==> src/hdl/sfd_pkg.sv <==
// ----------------------------------------------------------------------------
// sfd_pkg
// Shared types and fixed constants for the serial-bus frame decoder.
// ----------------------------------------------------------------------------
package sfd_pkg;

  // Fixed field widths of the ports
  localparam int unsigned ByteW   = 8;
  localparam int unsigned ChIdxW  = 4;
  localparam int unsigned ChValW  = 11;

  // Sync byte value after reset
  localparam logic [ByteW-1:0] SyncReset = 8'h0F;

  // One decoded channel as held by an output chain cell
  typedef struct packed {
    logic              valid;
    logic [ChIdxW-1:0] index;
    logic [ChValW-1:0] value;
    logic              last;
  } chan_t;

endpackage

==> src/hdl/sfd_store_cell.sv <==
// ----------------------------------------------------------------------------
// sfd_store_cell
// One payload byte of the frame store. Captures the received byte when the
// frame position matches its own slot.
// ----------------------------------------------------------------------------
module sfd_store_cell
  import sfd_pkg::*;
#(
  parameter int unsigned POS_W = 5,
  parameter int unsigned IDX   = 0
) (
  input  logic             clk_i,
  input  logic             wr_en_i,
  input  logic [POS_W-1:0] wr_pos_i,
  input  logic [ByteW-1:0] wr_byte_i,
  output logic [ByteW-1:0] next_o
);

  logic [ByteW-1:0] byte_q;
  logic [ByteW-1:0] byte_d;
  logic             hit;

  // slot IDX holds frame byte IDX+1
  assign hit = wr_en_i && (32'(wr_pos_i) == IDX + 1);

  always_comb begin
    byte_d = byte_q;
    if (hit) begin
      byte_d = wr_byte_i;
    end
  end

  // payload register, no reset needed
  always_ff @(posedge clk_i) begin
    byte_q <= byte_d;
  end

  assign next_o = byte_d;

endmodule

==> src/hdl/sfd_out_cell.sv <==
// ----------------------------------------------------------------------------
// sfd_out_cell
// One stage of the output chain. Loaded in parallel when a frame completes,
// then hands its channel to the neighbor toward the output on each transfer.
// ----------------------------------------------------------------------------
module sfd_out_cell
  import sfd_pkg::*;
(
  input  logic  clk_i,
  input  logic  rst_ni,
  input  logic  load_i,
  input  chan_t load_data_i,
  input  logic  shift_i,
  input  chan_t next_i,
  output chan_t cur_o
);

  chan_t cur_q;
  chan_t cur_d;

  always_comb begin
    cur_d = cur_q;
    if (load_i) begin
      cur_d = load_data_i;
    end else if (shift_i) begin
      cur_d = next_i;
    end
  end

  always_ff @(posedge clk_i or negedge rst_ni) begin
    if (!rst_ni) begin
      cur_q <= '0;
    end else begin
      cur_q <= cur_d;
    end
  end

  assign cur_o = cur_q;

endmodule

==> src/hdl/sbus_frame_decoder.sv <==
// ----------------------------------------------------------------------------
// sbus_frame_decoder
// Serial-bus frame decoder: assembles bytes into frames and emits the
// unpacked channels.
// ----------------------------------------------------------------------------
// Takes one received byte per cycle. Bytes are ignored until the sync byte
// arrives; a sync byte anywhere restarts the frame. Payload bytes go straight
// into a row of byte cells addressed by frame position. On the last byte of a
// frame all CHANNEL_COUNT channels are unpacked (plain wiring) and loaded at
// once into a chain of output cells, which then shifts one channel per output
// transfer, so channels leave one per cycle while the sink is ready, from the
// cycle after the frame's last byte. Input runs at one byte per cycle; the only
// input stall is on the last byte of a frame while the previous frame's
// channels are still in the output chain. The sync register is written through
// its own port at any time the block is idle; writes are always taken.
module sbus_frame_decoder
  import sfd_pkg::*;
#(
  parameter int unsigned FRAME_BYTES   = 25,
  parameter int unsigned CHANNEL_COUNT = 16,
  parameter int unsigned CHANNEL_BITS  = 11
) (
  input  logic              clk_i,
  input  logic              rst_ni,
  // configuration
  input  logic              cfg_valid_i,
  output logic              cfg_ready_o,
  input  logic [ByteW-1:0]  cfg_sync_byte_i,
  // received bytes
  input  logic              rx_valid_i,
  output logic              rx_ready_o,
  input  logic [ByteW-1:0]  rx_byte_i,
  // decoded channels
  output logic              ch_valid_o,
  input  logic              ch_ready_i,
  output logic [ChIdxW-1:0] channel_index_o,
  output logic [ChValW-1:0] channel_value_o,
  output logic              last_channel_o
);

  localparam int unsigned StoreBytes = (CHANNEL_COUNT * CHANNEL_BITS + 7) / 8;
  localparam int unsigned PosW       = $clog2(FRAME_BYTES + 1);
  localparam int unsigned ValBits    = (CHANNEL_BITS < ChValW) ? CHANNEL_BITS : ChValW;

  logic [ByteW-1:0] sync_q, sync_d;
  logic [PosW-1:0]  pos_q, pos_d;

  logic             rx_fire;
  logic             is_sync;
  logic             take;
  logic [PosW-1:0]  pos_eff;
  logic [PosW-1:0]  pos_inc;
  logic             done;
  logic             out_busy;
  logic             shift;

  logic [StoreBytes*ByteW-1:0] store_nx;
  chan_t                       chain [CHANNEL_COUNT+1];
  chan_t                       load_data [CHANNEL_COUNT];

  // sync register
  assign cfg_ready_o = 1'b1;

  always_comb begin
    sync_d = sync_q;
    if (cfg_valid_i && cfg_ready_o) begin
      sync_d = cfg_sync_byte_i;
    end
  end

  // frame position tracking
  assign out_busy   = chain[0].valid;
  assign rx_ready_o = !(out_busy && (pos_q == PosW'(FRAME_BYTES - 1)));
  assign rx_fire    = rx_valid_i && rx_ready_o;
  assign is_sync    = (rx_byte_i == sync_q);
  assign take       = (pos_q != '0) || is_sync;
  assign pos_eff    = is_sync ? '0 : pos_q;
  assign pos_inc    = pos_eff + PosW'(1);
  assign done       = take && (pos_inc == PosW'(FRAME_BYTES));

  always_comb begin
    pos_d = pos_q;
    if (rx_fire && take) begin
      pos_d = done ? '0 : pos_inc;
    end
  end

  always_ff @(posedge clk_i or negedge rst_ni) begin
    if (!rst_ni) begin
      sync_q <= SyncReset;
      pos_q  <= '0;
    end else begin
      sync_q <= sync_d;
      pos_q  <= pos_d;
    end
  end

  // payload byte cells
  for (genvar i = 0; i < StoreBytes; i++) begin : g_store
    sfd_store_cell #(
      .POS_W (PosW),
      .IDX   (i)
    ) u_cell (
      .clk_i     (clk_i),
      .wr_en_i   (rx_fire && take),
      .wr_pos_i  (pos_eff),
      .wr_byte_i (rx_byte_i),
      .next_o    (store_nx[i*ByteW +: ByteW])
    );
  end

  // unpack little-endian channels from the store including this byte
  for (genvar k = 0; k < CHANNEL_COUNT; k++) begin : g_unpack
    always_comb begin
      load_data[k]       = '0;
      load_data[k].valid = 1'b1;
      load_data[k].index = ChIdxW'(k);
      load_data[k].last  = (k == CHANNEL_COUNT - 1);
      for (int b = 0; b < ValBits; b++) begin
        load_data[k].value[b] = store_nx[k*CHANNEL_BITS + b];
      end
    end
  end

  // output chain, cell 0 drives the port
  assign shift                = ch_valid_o && ch_ready_i;
  assign chain[CHANNEL_COUNT] = '0;

  for (genvar k = 0; k < CHANNEL_COUNT; k++) begin : g_out
    sfd_out_cell u_cell (
      .clk_i       (clk_i),
      .rst_ni      (rst_ni),
      .load_i      (rx_fire && done),
      .load_data_i (load_data[k]),
      .shift_i     (shift),
      .next_i      (chain[k+1]),
      .cur_o       (chain[k])
    );
  end

  assign ch_valid_o      = chain[0].valid;
  assign channel_index_o = chain[0].index;
  assign channel_value_o = chain[0].value;
  assign last_channel_o  = chain[0].last;

endmodule

==> config.mk <==
export PLATFORM = sky130hd
export DESIGN_NAME = sbus_frame_decoder
export DESIGN_NICKNAME = d
export VERILOG_FILES = /design/src/hdl/sfd_pkg.sv /design/src/hdl/sfd_store_cell.sv /design/src/hdl/sfd_out_cell.sv /design/src/hdl/sbus_frame_decoder.sv
export SDC_FILE = /design/constraint.sdc
export NUM_CORES = 1
export LEC_CHECK = 0
export ABC_CLOCK_PERIOD_IN_PS = 5300
export BUFFER_PORTS_ARGS = -buffer_cell sky130_fd_sc_hd__buf_2
export CORE_MARGIN = 3
export CORE_UTILIZATION = 60
export DETAILED_ROUTE_END_ITERATION = 7
export HOLD_SLACK_MARGIN = 0.08
export MAX_ROUTING_LAYER = met4
export PLACE_DENSITY = 0.87
export SLEW_MARGIN = 10
export SYNTH_ARGS = -nofsm -noshare
export SYNTH_HDL_FRONTEND = slang
export SYNTH_SLANG_ARGS = --single-unit
==> constraint.sdc <==
create_clock -name clk_i -period 5.3 [get_ports clk_i]
set_input_delay 0.53 -clock clk_i [delete_from_list [all_inputs] [get_ports clk_i]]
set_output_delay 0.53 -clock clk_i [all_outputs]
set_load 0.05 [all_outputs]
# Word-level counts from Yosys, hierarchy flattened
# Cells that the tools add are included.
# W data, S select, Z words.
totals:
  register_bits: 461
  word_cells: 202
  out_inout_bits: 19
  inputBits: 21
op_classes:
  n_eq_ne: 25
  addsub: 1
  muxes: 56
  reduce_logical: 32
ops:
  columns: ["cell", "count"]
  rows:
  - ["$mux W17", 32]
  - ["$mux W8", 22]
  - ["$eq A5 B5 Y1 const B", 9]
  - ["$eq A5 B4 Y1 const B", 8]
  - ["$logic_and A1 B1 Y1", 28]
  - ["$eq A5 B3 Y1 const B", 4]
  - ["$eq A5 B2 Y1 const B", 2]
  - ["$mux W5", 2]
  - ["$eq A8 B8 Y1", 1]
  - ["$add A5 B1 Y5 const B", 1]
  - ["$eq A5 B1 Y1 const B", 1]
  - ["$reduce_bool A5 Y1", 1]
  - ["$reduce_bool A2 Y1", 1]
  - ["$logic_not A1 Y1", 1]
  - ["$logic_or A1 B1 Y1", 1]

# Logic depth before layout (Yosys ltp)
# Gate-level depths: netlist (run 1).
depth:
  ltp_word: 8
  depth_mapped: 15
  mapped_depth_nobuf: 11

# Modules after synthesis
# Synthesis (run 1) repeated with hierarchy kept, for this count alone.
unflattened:
  cells_unflattened: 1660
  area_unflattened_um2: 19974.2
modules_own_cells:
  columns: ["mod", "cells_per_inst", "instances", "area_per_inst_um2", "seq_area_each_um2"]
  rows:
  - ["sfd_out_cell", 73, 16, 793.3, 425.4]
  - ["sfd_store_cell at g_store[0].u_cell ...", 18, 4, 294.0, 160.2]
  - ["sfd_store_cell at g_store[10].u_cell ...", 18, 4, 292.8, 160.2]
  - ["sfd_store_cell at g_store[11].u_cell ...", 18, 4, 291.5, 160.2]
  - ["sfd_store_cell at g_store[4].u_cell ...", 18, 4, 282.8, 160.2]
  - ["sbus_frame_decoder", 94, 1, 912.1, 330.3]
  - ["sfd_store_cell at g_store[20].u_cell ...", 18, 2, 280.3, 160.2]
  - ["sfd_store_cell at g_store[2].u_cell", 19, 1, 306.5, 160.2]
  - ["sfd_store_cell at g_store[18].u_cell", 19, 1, 304.0, 160.2]
  - ["sfd_store_cell at g_store[14].u_cell", 18, 1, 281.5, 160.2]
  - ["sfd_store_cell at g_store[15].u_cell", 18, 1, 272.8, 160.2]

# Least setup slack after synthesis (run 1)
# Ideal clock, no wire load.
synth_path:
  path_kind: "in2reg"
  from: "in rx_byte_i[7]"
  to: "reg g_out[10].u_cell.cur_q (netlist bit g_out[10].u_cell.cur_o[11])"
  setup_ns: 0.120
  t_required_ns: 5.180
  stages: 14
  n_path_buf: 4
  slack_ns: 1.826
  arrival_time_ns: 3.354
  path_cell_list: "xor2_1 or4_1 buf_4 nor2_4 buf_6 nor3_1 ha_1 nor4_1 and2_1 o211a_1 buf_6 clkbuf_1 a21oi_1 a31o_2"
synth_between:
  elab_chain_cells: 7
  elab_cells_between_ends: 13
  classes_between: "1 x add/sub; 3 x eq/ne; 3 x mux; 6 x reduce/logical"
synth_lines:
  columns: ["item", "line", "text"]
  rows:
  - ["from (decl)", "sbus_frame_decoder.sv:32", "input logic [ByteW-1:0] rx_byte_i,"]
  - ["$eq A8 B8 Y1 (*)", "sbus_frame_decoder.sv:75", "assign is_sync = (rx_byte_i == sync_q);"]
  - ["$mux W5", "sbus_frame_decoder.sv:77", "assign pos_eff = is_sync ? '0 : pos_q;"]
  - ["$add A5 B1 Y5", "sbus_frame_decoder.sv:78", "assign pos_inc = pos_eff + PosW'(1);"]
  - ["$eq A5 B5 Y1", "sbus_frame_decoder.sv:79", "assign done = take && (pos_inc == PosW'(FRAME_BYTES));"]
  - ["$logic_and A1 B1 Y1", "sbus_frame_decoder.sv:79", null]
  - ["$logic_and A1 B1 Y1", "sbus_frame_decoder.sv:133", ".load_i (rx_fire && done),"]
  - ["$mux W17 / $reduce_bool A2 Y1 (equally long branches)", null, null]
  - ["to (signal assigned)", "sfd_out_cell.sv:34", "cur_q <= cur_d;"]
  - ["to (decl)", "sfd_out_cell.sv:18", "chan_t cur_q;"]
# Mark *: on every way between the ends. The rest lies on a longest branch, timed or not.
# A chain may end at the register's enable or synchronous reset.

# Worst setup path after layout (run 1)
layout_path:
  from: "reg sync_q[1]"
  to: "reg g_out[2].u_cell.cur_q (netlist bit g_out[2].u_cell.cur_o[5])"
layout_between:
  elab_chain_cells: 7
  elab_cells_between_ends: 13
  classes_between: "1 x add/sub; 3 x eq/ne; 3 x mux; 6 x reduce/logical"
layout_lines:
  columns: ["item", "line", "text"]
  rows:
  - ["from (decl)", "sbus_frame_decoder.sv:45", "logic [ByteW-1:0] sync_q, sync_d;"]
  - ["from (signal assigned)", "sbus_frame_decoder.sv:90", "sync_q <= SyncReset;"]
  - ["from (signal assigned)", "sbus_frame_decoder.sv:93", "sync_q <= sync_d;"]
  - ["$eq A8 B8 Y1 (*)", "sbus_frame_decoder.sv:75", null]
  - ["$mux W5", "sbus_frame_decoder.sv:77", null]
  - ["$add A5 B1 Y5", "sbus_frame_decoder.sv:78", null]
  - ["$eq A5 B5 Y1", "sbus_frame_decoder.sv:79", null]
  - ["$logic_and A1 B1 Y1", "sbus_frame_decoder.sv:79", null]
  - ["$logic_and A1 B1 Y1", "sbus_frame_decoder.sv:133", null]
  - ["$mux W17 / $reduce_bool A2 Y1 (equally long branches)", null, null]
  - ["to (signal assigned)", "sfd_out_cell.sv:34", null]
  - ["to (decl)", "sfd_out_cell.sv:18", null]
# Marks and branches as above.

==> results of run 1 <==
==> final timing paths <==
path | startpoint | to | slack (ps) | cells after the start
worst min-delay path | rst_ni | g_out[3].u_cell.cur_o[0]$_DFFE_PN0P_ | 110 | 1
max in group asynchronous | rst_ni | g_out[1].u_cell.cur_o[14]$_DFFE_PN0P_ | 3900 | 2
worst max register to register | sync_q[1]$_DFFE_PN1P_ | g_out[2].u_cell.cur_o[5]$_DFFE_PN0P_ | 1110 | 11
worst min register to register | g_store[0].u_cell.byte_q[3]$_DFF_P_ | g_out[0].u_cell.cur_o[4]$_DFFE_PN0P_ | 450 | 2
min in group clk_i | cfg_sync_byte_i[0] | sync_q[0]$_DFFE_PN1P_ | 220 | 2
worst max-delay path | sync_q[1]$_DFFE_PN1P_ | g_out[2].u_cell.cur_o[5]$_DFFE_PN0P_ | 1110 | 11
==> placed cells by master (no fill, tap or decap), drive strengths merged, types with 3 or more instances in the layout <==
| cell | n |
|---|---|
| a211oi | 19 |
| a21o | 11 |
| a21oi | 116 |
| a31o | 48 |
| a31oi | 57 |
| and2 | 4 |
| and3 | 37 |
| buf | 66 |
| clkbuf | 70 |
| clkinv | 10 |
| dfrtp | 264 |
| dfstp | 4 |
| dfxtp | 176 |
| ha | 3 |
| inv | 4 |
| mux2 | 200 |
| mux2i | 48 |
| nand2 | 462 |
| nand2b | 6 |
| nand3 | 45 |
| nand3b | 24 |
| nand4 | 4 |
| nor2 | 27 |
| nor2b | 18 |
| nor3 | 6 |
| nor4 | 5 |
| o211a | 3 |
| o211ai | 3 |
| o21a | 6 |
| o21ai | 44 |
| o311a | 8 |
| or2 | 5 |
| or3 | 7 |
| or4 | 12 |
| xor2 | 8 |
==> metal layers <==
metal,track usage (%),up-vias
li1,-,6295
met5,-,-
met3,3.68,120
met1,32.4,6888
met2,44.6,502
met4,9.86,0
==> power by group <==
| part | total, mW | internal [mW] | leakage (nW) | switching [mW] |
|---|---|---|---|---|
| clock | 3.12 | 1.82 | 0.725 | 1.30 |
| sequential | 5.29 | 4.60 | 5.08 | 0.699 |
| combinational | 2.44 | 1.23 | 3.71 | 1.21 |
==> layout make-up <==
| cell class | instances | area [um2] |
|---|---|---|
| inverter | 3 | 11.3 |
| multi-input combinational | 1243 | 7890 |
| clock inverter | 14 | 108 |
| antenna | 1 | 2.50 |
| clock buffer | 70 | 1360 |
| sequential | 444 | 10200 |
| tap | 396 | 495 |
| timing repair buffer | 66 | 498 |
| fill | 2179 | 10300 |
==> state kept, by name, indices dropped and copies added, names as in the netlist <==
signal                 count
g_store.u_cell.byte_q    176
pos_q                      5
g_out.u_cell.cur_o       255
sync_q                     8
==> cell families (layout without fill, tap and decap cells) <==
family / Yosys count / in the layout / synth area share (%)
and+or+nand+nor: 662 / 662 / 15.6
DFF: 444 / 444 / 54.0
AOI/OAI and AO/OA: 321 / 321 / 10.9
muxes: 248 / 248 / 14.5
buffers and inverters: 176 / 153 / 4.54
xor gates and xnor gates: 8 / 8 / 0.369
adders and majority gates: 3 / 3 / 0.198
other: 1 / 2 / 0.0198
==> results.md, run 1 <==
- Outcome: completed
- Layout cells sized above 1: 20.9%
- CP max stage delay: 720 ps
- Tcrit/Tclk final: 79.0%
- Clock slew at reported path FFs: 60 ps
- Ys async rst share: 60.4%
- Antenna Violating Nets Remaining: 0
- Dpl cells: 2,152
- Gate Count Post-Synth: 1,863
- Final setup fails: 0
- Synth Cell Area: 19,000 um2
- Num CTS Buffers: 45
- Met1 Wirelength: 17.4 mm
- Crit path kind: flop to flop
- Sequential area share after synthesis: 54.0%
- Clk buf depth: 3
- Vias: 13,800
- Number of synthesized register bits: 444
- TNS Setup: 0 ps
- Vias in the first global route: 13,900
- Post-Place Setup Slack: 1030 ps
- Core Util, Final: 66.6%
- Synthesis-to-finish area growth: 8.62%
- Worst Path Buf+Inv: 1
- Gp weighted congestion: 0.878
- Wire length on met3: 2.78 mm
- PostCTS Resize Cnt: 0
- Synth area leader: dfrtp_1
- DP HPWL: 24.6 mm
- Pleak: 9.52 nW
- DRT iter0 DRCs: 1,221
- Share of the synthesized area in the top cell type: 34.8%
- CP endpoint kind: flop
- Cell breakdown of the critical path: xor2_1 > nor4_2 > nand2_1 > nand2_1 > ha_1 > nor4_1 > and2_1 > o211a_4 > buf_4 > a21oi_1 > a31o_2
- Initial Util: 61.4%
- Top cells by count, synth: 462 x nand2_1, 264 x dfrtp_1, 194 x mux2_2
- Hold-fix buffers at CTS: 0
- Vias per cell: 6.17
- Slew Limit Headroom: 28.2%
- Syn Area/Cell: 10.2 um2
- IO Count: 40
- Max-Cap Viols: 0
- Clk_skew: 16.1 ps
- CP startpoint kind: flop
- CTS tree: yes
- Final instance area: 20,600 um2
- Yosys cell types: 55
- Post-synth EDFFs: 0
- CTS Root Cell: clkbuf_16
- TritonRoute pass-1 iters: 7
- Met2 Routed Length: 21.8 mm
- Synth warnings: 0
- Clk_lat worst skew: 540 ps
- Die Span Y: 184 um
- Crit path time final: 4190 ps
- # DRC: 0
- CTS sink cnt: 444
- Core area: 30,900 um2
- Top Metal Used: met4
- Hold Crit Class: input pin to asynchronous set/reset pin
- Die Area: 33,800 um2
- GRT Resource Usage Total: 26.3%
- Final Hold Violating Endpoints: 0
- Unrepaired setup endpoints after global routing: no
- # rows: 64
- WL final: 43.6 mm
- Fin nets: 1,827
- Die X: 184 um
- First-pass GRT wire length: 70.9 mm
- Delay-heaviest family, CP: simple AND/OR/NAND/NOR gates
- Worst path required time: 5730 ps
- Non-Filler Instances: 2,237
- DP Area: 19,100 um2
- Worst-Margin Slew: 1080 ps
- Syn_nets: 1,887
- Pwr dens: 527 nW/um2
- WL/cell: 19.5 um
- Critical Path AT: 4610 ps
- Htree depth: 2
- Most common cell in the synthesized netlist: nand2_1
- Worst hold slack: 109 ps
- Fin worst setup slack: 1110 ps
- Grt ovf: 0
- Fmax: 239 MHz
- Synth area leaders: dfrtp_1 35%, dfxtp_1 19%, mux2_2 12%, nand2_1 9.1%, a21oi_1 3.0%
- Most frequent cell on the critical path: nand2_1
- Power, Total: 10.9 mW
- Largest net degree at the start of global routing: 182
- Post-CTS setup buffer count: 0
- Max Slew Vio Count: 0
- Initial antenna violation count: 1
- Top_reg_cell synth: dfrtp_1
- Crit Path Max Fanout: 40
- VDD IR max: 0.316 mV
- Critical-path top delay cell: nor4_2
- IO buf count: 38
Note: power is estimated with default switching activity, not from simulation.
==> inputs of run 2 (changes only) <==
--- a/config.mk
+++ b/config.mk
@@ -5,14 +5,14 @@
 export SDC_FILE = /design/constraint.sdc
 export NUM_CORES = 1
 export LEC_CHECK = 0
-export ABC_CLOCK_PERIOD_IN_PS = 5300
+export ABC_CLOCK_PERIOD_IN_PS = 3460
 export BUFFER_PORTS_ARGS = -buffer_cell sky130_fd_sc_hd__buf_2
 export CORE_MARGIN = 3
-export CORE_UTILIZATION = 60
+export CORE_UTILIZATION = 56
 export DETAILED_ROUTE_END_ITERATION = 7
 export HOLD_SLACK_MARGIN = 0.08
 export MAX_ROUTING_LAYER = met4
-export PLACE_DENSITY = 0.87
+export PLACE_DENSITY = 0.85
 export SLEW_MARGIN = 10
 export SYNTH_ARGS = -nofsm -noshare
 export SYNTH_HDL_FRONTEND = slang
==> constraint.sdc (replaced) <==
create_clock -name clk_i -period 3.46 [get_ports clk_i]
set_input_delay 0.346 -clock clk_i [delete_from_list [all_inputs] [get_ports clk_i]]
set_output_delay 0.346 -clock clk_i [all_outputs]
set_load 0.05 [all_outputs]
==> results.md, run 2 (same netlist as run 1, synthesis figures left out) <==
- VDD IR max: 0.384 mV
- Critical Path AT: 3860 ps
- Crit Path Max Fanout: 48
- # DRC: 0
- Hold Crit Class: input pin to flop
- Slew Limit Headroom: 45.1%
- CTS Root Cell: clkbuf_16
- Tcrit/Tclk final: 99.8%
- WL final: 45.7 mm
- TNS Setup: 0 ps
- Pwr dens: 808 nW/um2
- Most frequent cells in the layout: 461 x nand2_1, 264 x dfrtp_1, 194 x mux2_2
- Pleak: 9.84 nW
- Gp weighted congestion: 0.916
- Num CTS Buffers: 45
- Most common cell after layout, fill and taps aside: nand2_1
- Clock slew at reported path FFs: 60 ps
- CTS tree: yes
- WL/cell: 19.7 um
- TritonRoute pass-1 iters: 6
- CTS sink cnt: 444
- Crit path time final: 3450 ps
- Crit path kind: flop to flop
- CP endpoint kind: flop
- Initial Util: 57.6%
- Largest register FFs: 255
- # rows: 66
- IO buf count: 38
- Die Area: 36,100 um2
- Worst-Margin Slew: 822 ps
- Vias in the first global route: 14,300
- Final Hold Violating Endpoints: 0
- DP HPWL: 25.6 mm
- DRT iter0 DRCs: 1,351
- Fmax: 290 MHz
- Outcome: completed
- Antenna Violating Nets Remaining: 0
- Largest net degree at the start of global routing: 106
- Clk_lat worst skew: 560 ps
- Die Span Y: 190 um
- Critical-path top delay cell: or4_4
- Fin nets: 1,868
- Worst path required time: 3870 ps
- Die X: 190 um
- Core area: 32,900 um2
- Synthesis-to-finish area growth: 12.5%
- IO Count: 40
- Initial antenna violation count: 2
- GRT Resource Usage Total: 25.2%
- Grt ovf: 0
- Layout cells sized above 1: 23.2%
- Htree depth: 2
- First-pass GRT wire length: 72.4 mm
- Max Slew Vio Count: 0
- CP max stage delay: 560 ps
- Vias: 14,100
- Vias per cell: 6.06
- CP startpoint kind: flop
- Clk buf depth: 3
- Cell breakdown of the critical path: xor2_1 > or4_4 > nor2_4 > nor3_1 > ha_1 > nor4_4 > and2_4 > o211ai_1 > buf_4 > buf_16 > a211oi_2 > a31oi_1
- Non-Filler Instances: 2,324
- Max-Cap Viols: 0
- Clk_skew: 22.6 ps
- Dpl cells: 2,225
- Final setup fails: 0
[run 2: cell count changes in the layout (fill, tap and decap cells not counted), sizes merged]
cell,delta
buf,+31
dlygate4sd3,+9
bufinv,+4
clkinv,-2
clkbuf,-1
clkinvlp,-1
inv,+1
[run 2: final cells by class]
cell class / instances / area (um2)
diodes: 1 / 2.50
clock buffers: 68 / 1370
clock inverters: 16 / 245
fillers: 2369 / 11600
inverters: 3 / 11.3
multi-input cells: 1243 / 7990
flip-flops and latches: 444 / 10200
well taps: 442 / 553
repair buffers: 107 / 917
[run 2: power breakdown]
group,leakage (nW),switching [mW],internal (mW)
Combinational,3.96,1.99,1.96
Sequential,5.08,1.04,7.04
Clock,0.797,2.06,3.14
Total,9.84,5.09,12.1
[run 2: metal layers]
metal  global-route usage, %  vias up  wire, um
met2                    42.5      511     23200
li1                        -     6370         -
met3                    3.56      150      2710
met1                    30.2     7045     18000
met5                       -        -         0
met4                    11.0        0      1730
[run 2: final timing paths]
path	startpoint	end	slack [ps]	cells past startpoint
setup / recovery	sync_q[0]$_DFFE_PN1P_	g_out[6].u_cell.cur_o[6]$_DFFE_PN0P_	7	12
hold / removal	ch_ready_i	g_out[0].u_cell.cur_o[16]$_DFFE_PN0P_	150	4
setup reg to reg	sync_q[0]$_DFFE_PN1P_	g_out[6].u_cell.cur_o[6]$_DFFE_PN0P_	7	12
hold reg to reg	g_store[0].u_cell.byte_q[7]$_DFF_P_	g_out[0].u_cell.cur_o[8]$_DFFE_PN0P_	460	2
max in group asynchronous	rst_ni	g_out[0].u_cell.cur_o[13]$_DFFE_PN0P_	2120	3
min in group asynchronous	rst_ni	g_out[15].u_cell.cur_o[9]$_DFFE_PN0P_	390	2
[run 2: through the flow]
step	instance area [um2]	util, %	setup WS [ps]	hold WS, ps	total power [mW]
3_3_place_gp	19400	59.0	96.7	388	11.5
6_report	21300	64.7	6.56	146	17.2
4_1_cts	21200	64.2	13.6	139	17.1
5_1_grt	21300	64.7	-127	197	18.0
3_5_place_dp	19400	59.0	-46.2	391	11.9
2_1_floorplan	19000	-	104	50.4	10.9
[run 2: worst max-delay path, delay by kind of cell, from the launching register on]
family                     cells  cell delay, ps
AOI/OAI and AO/OA              3             570
DFF                            1             540
buffers and inverters          2             440
and+or+nand+nor                5            1280
adders and majority gates      1             330
xor gates and xnor gates       1             120
[run 2: repair_timing]
action,4_1_cts,5_1_grt
endpoints found under the setup margin,5,136
hold buffers,9,0
hold endpoints to repair,90,0
resized for setup,2,19
pin swaps,0,1
cloned,0,2
buffers inserted,0,3
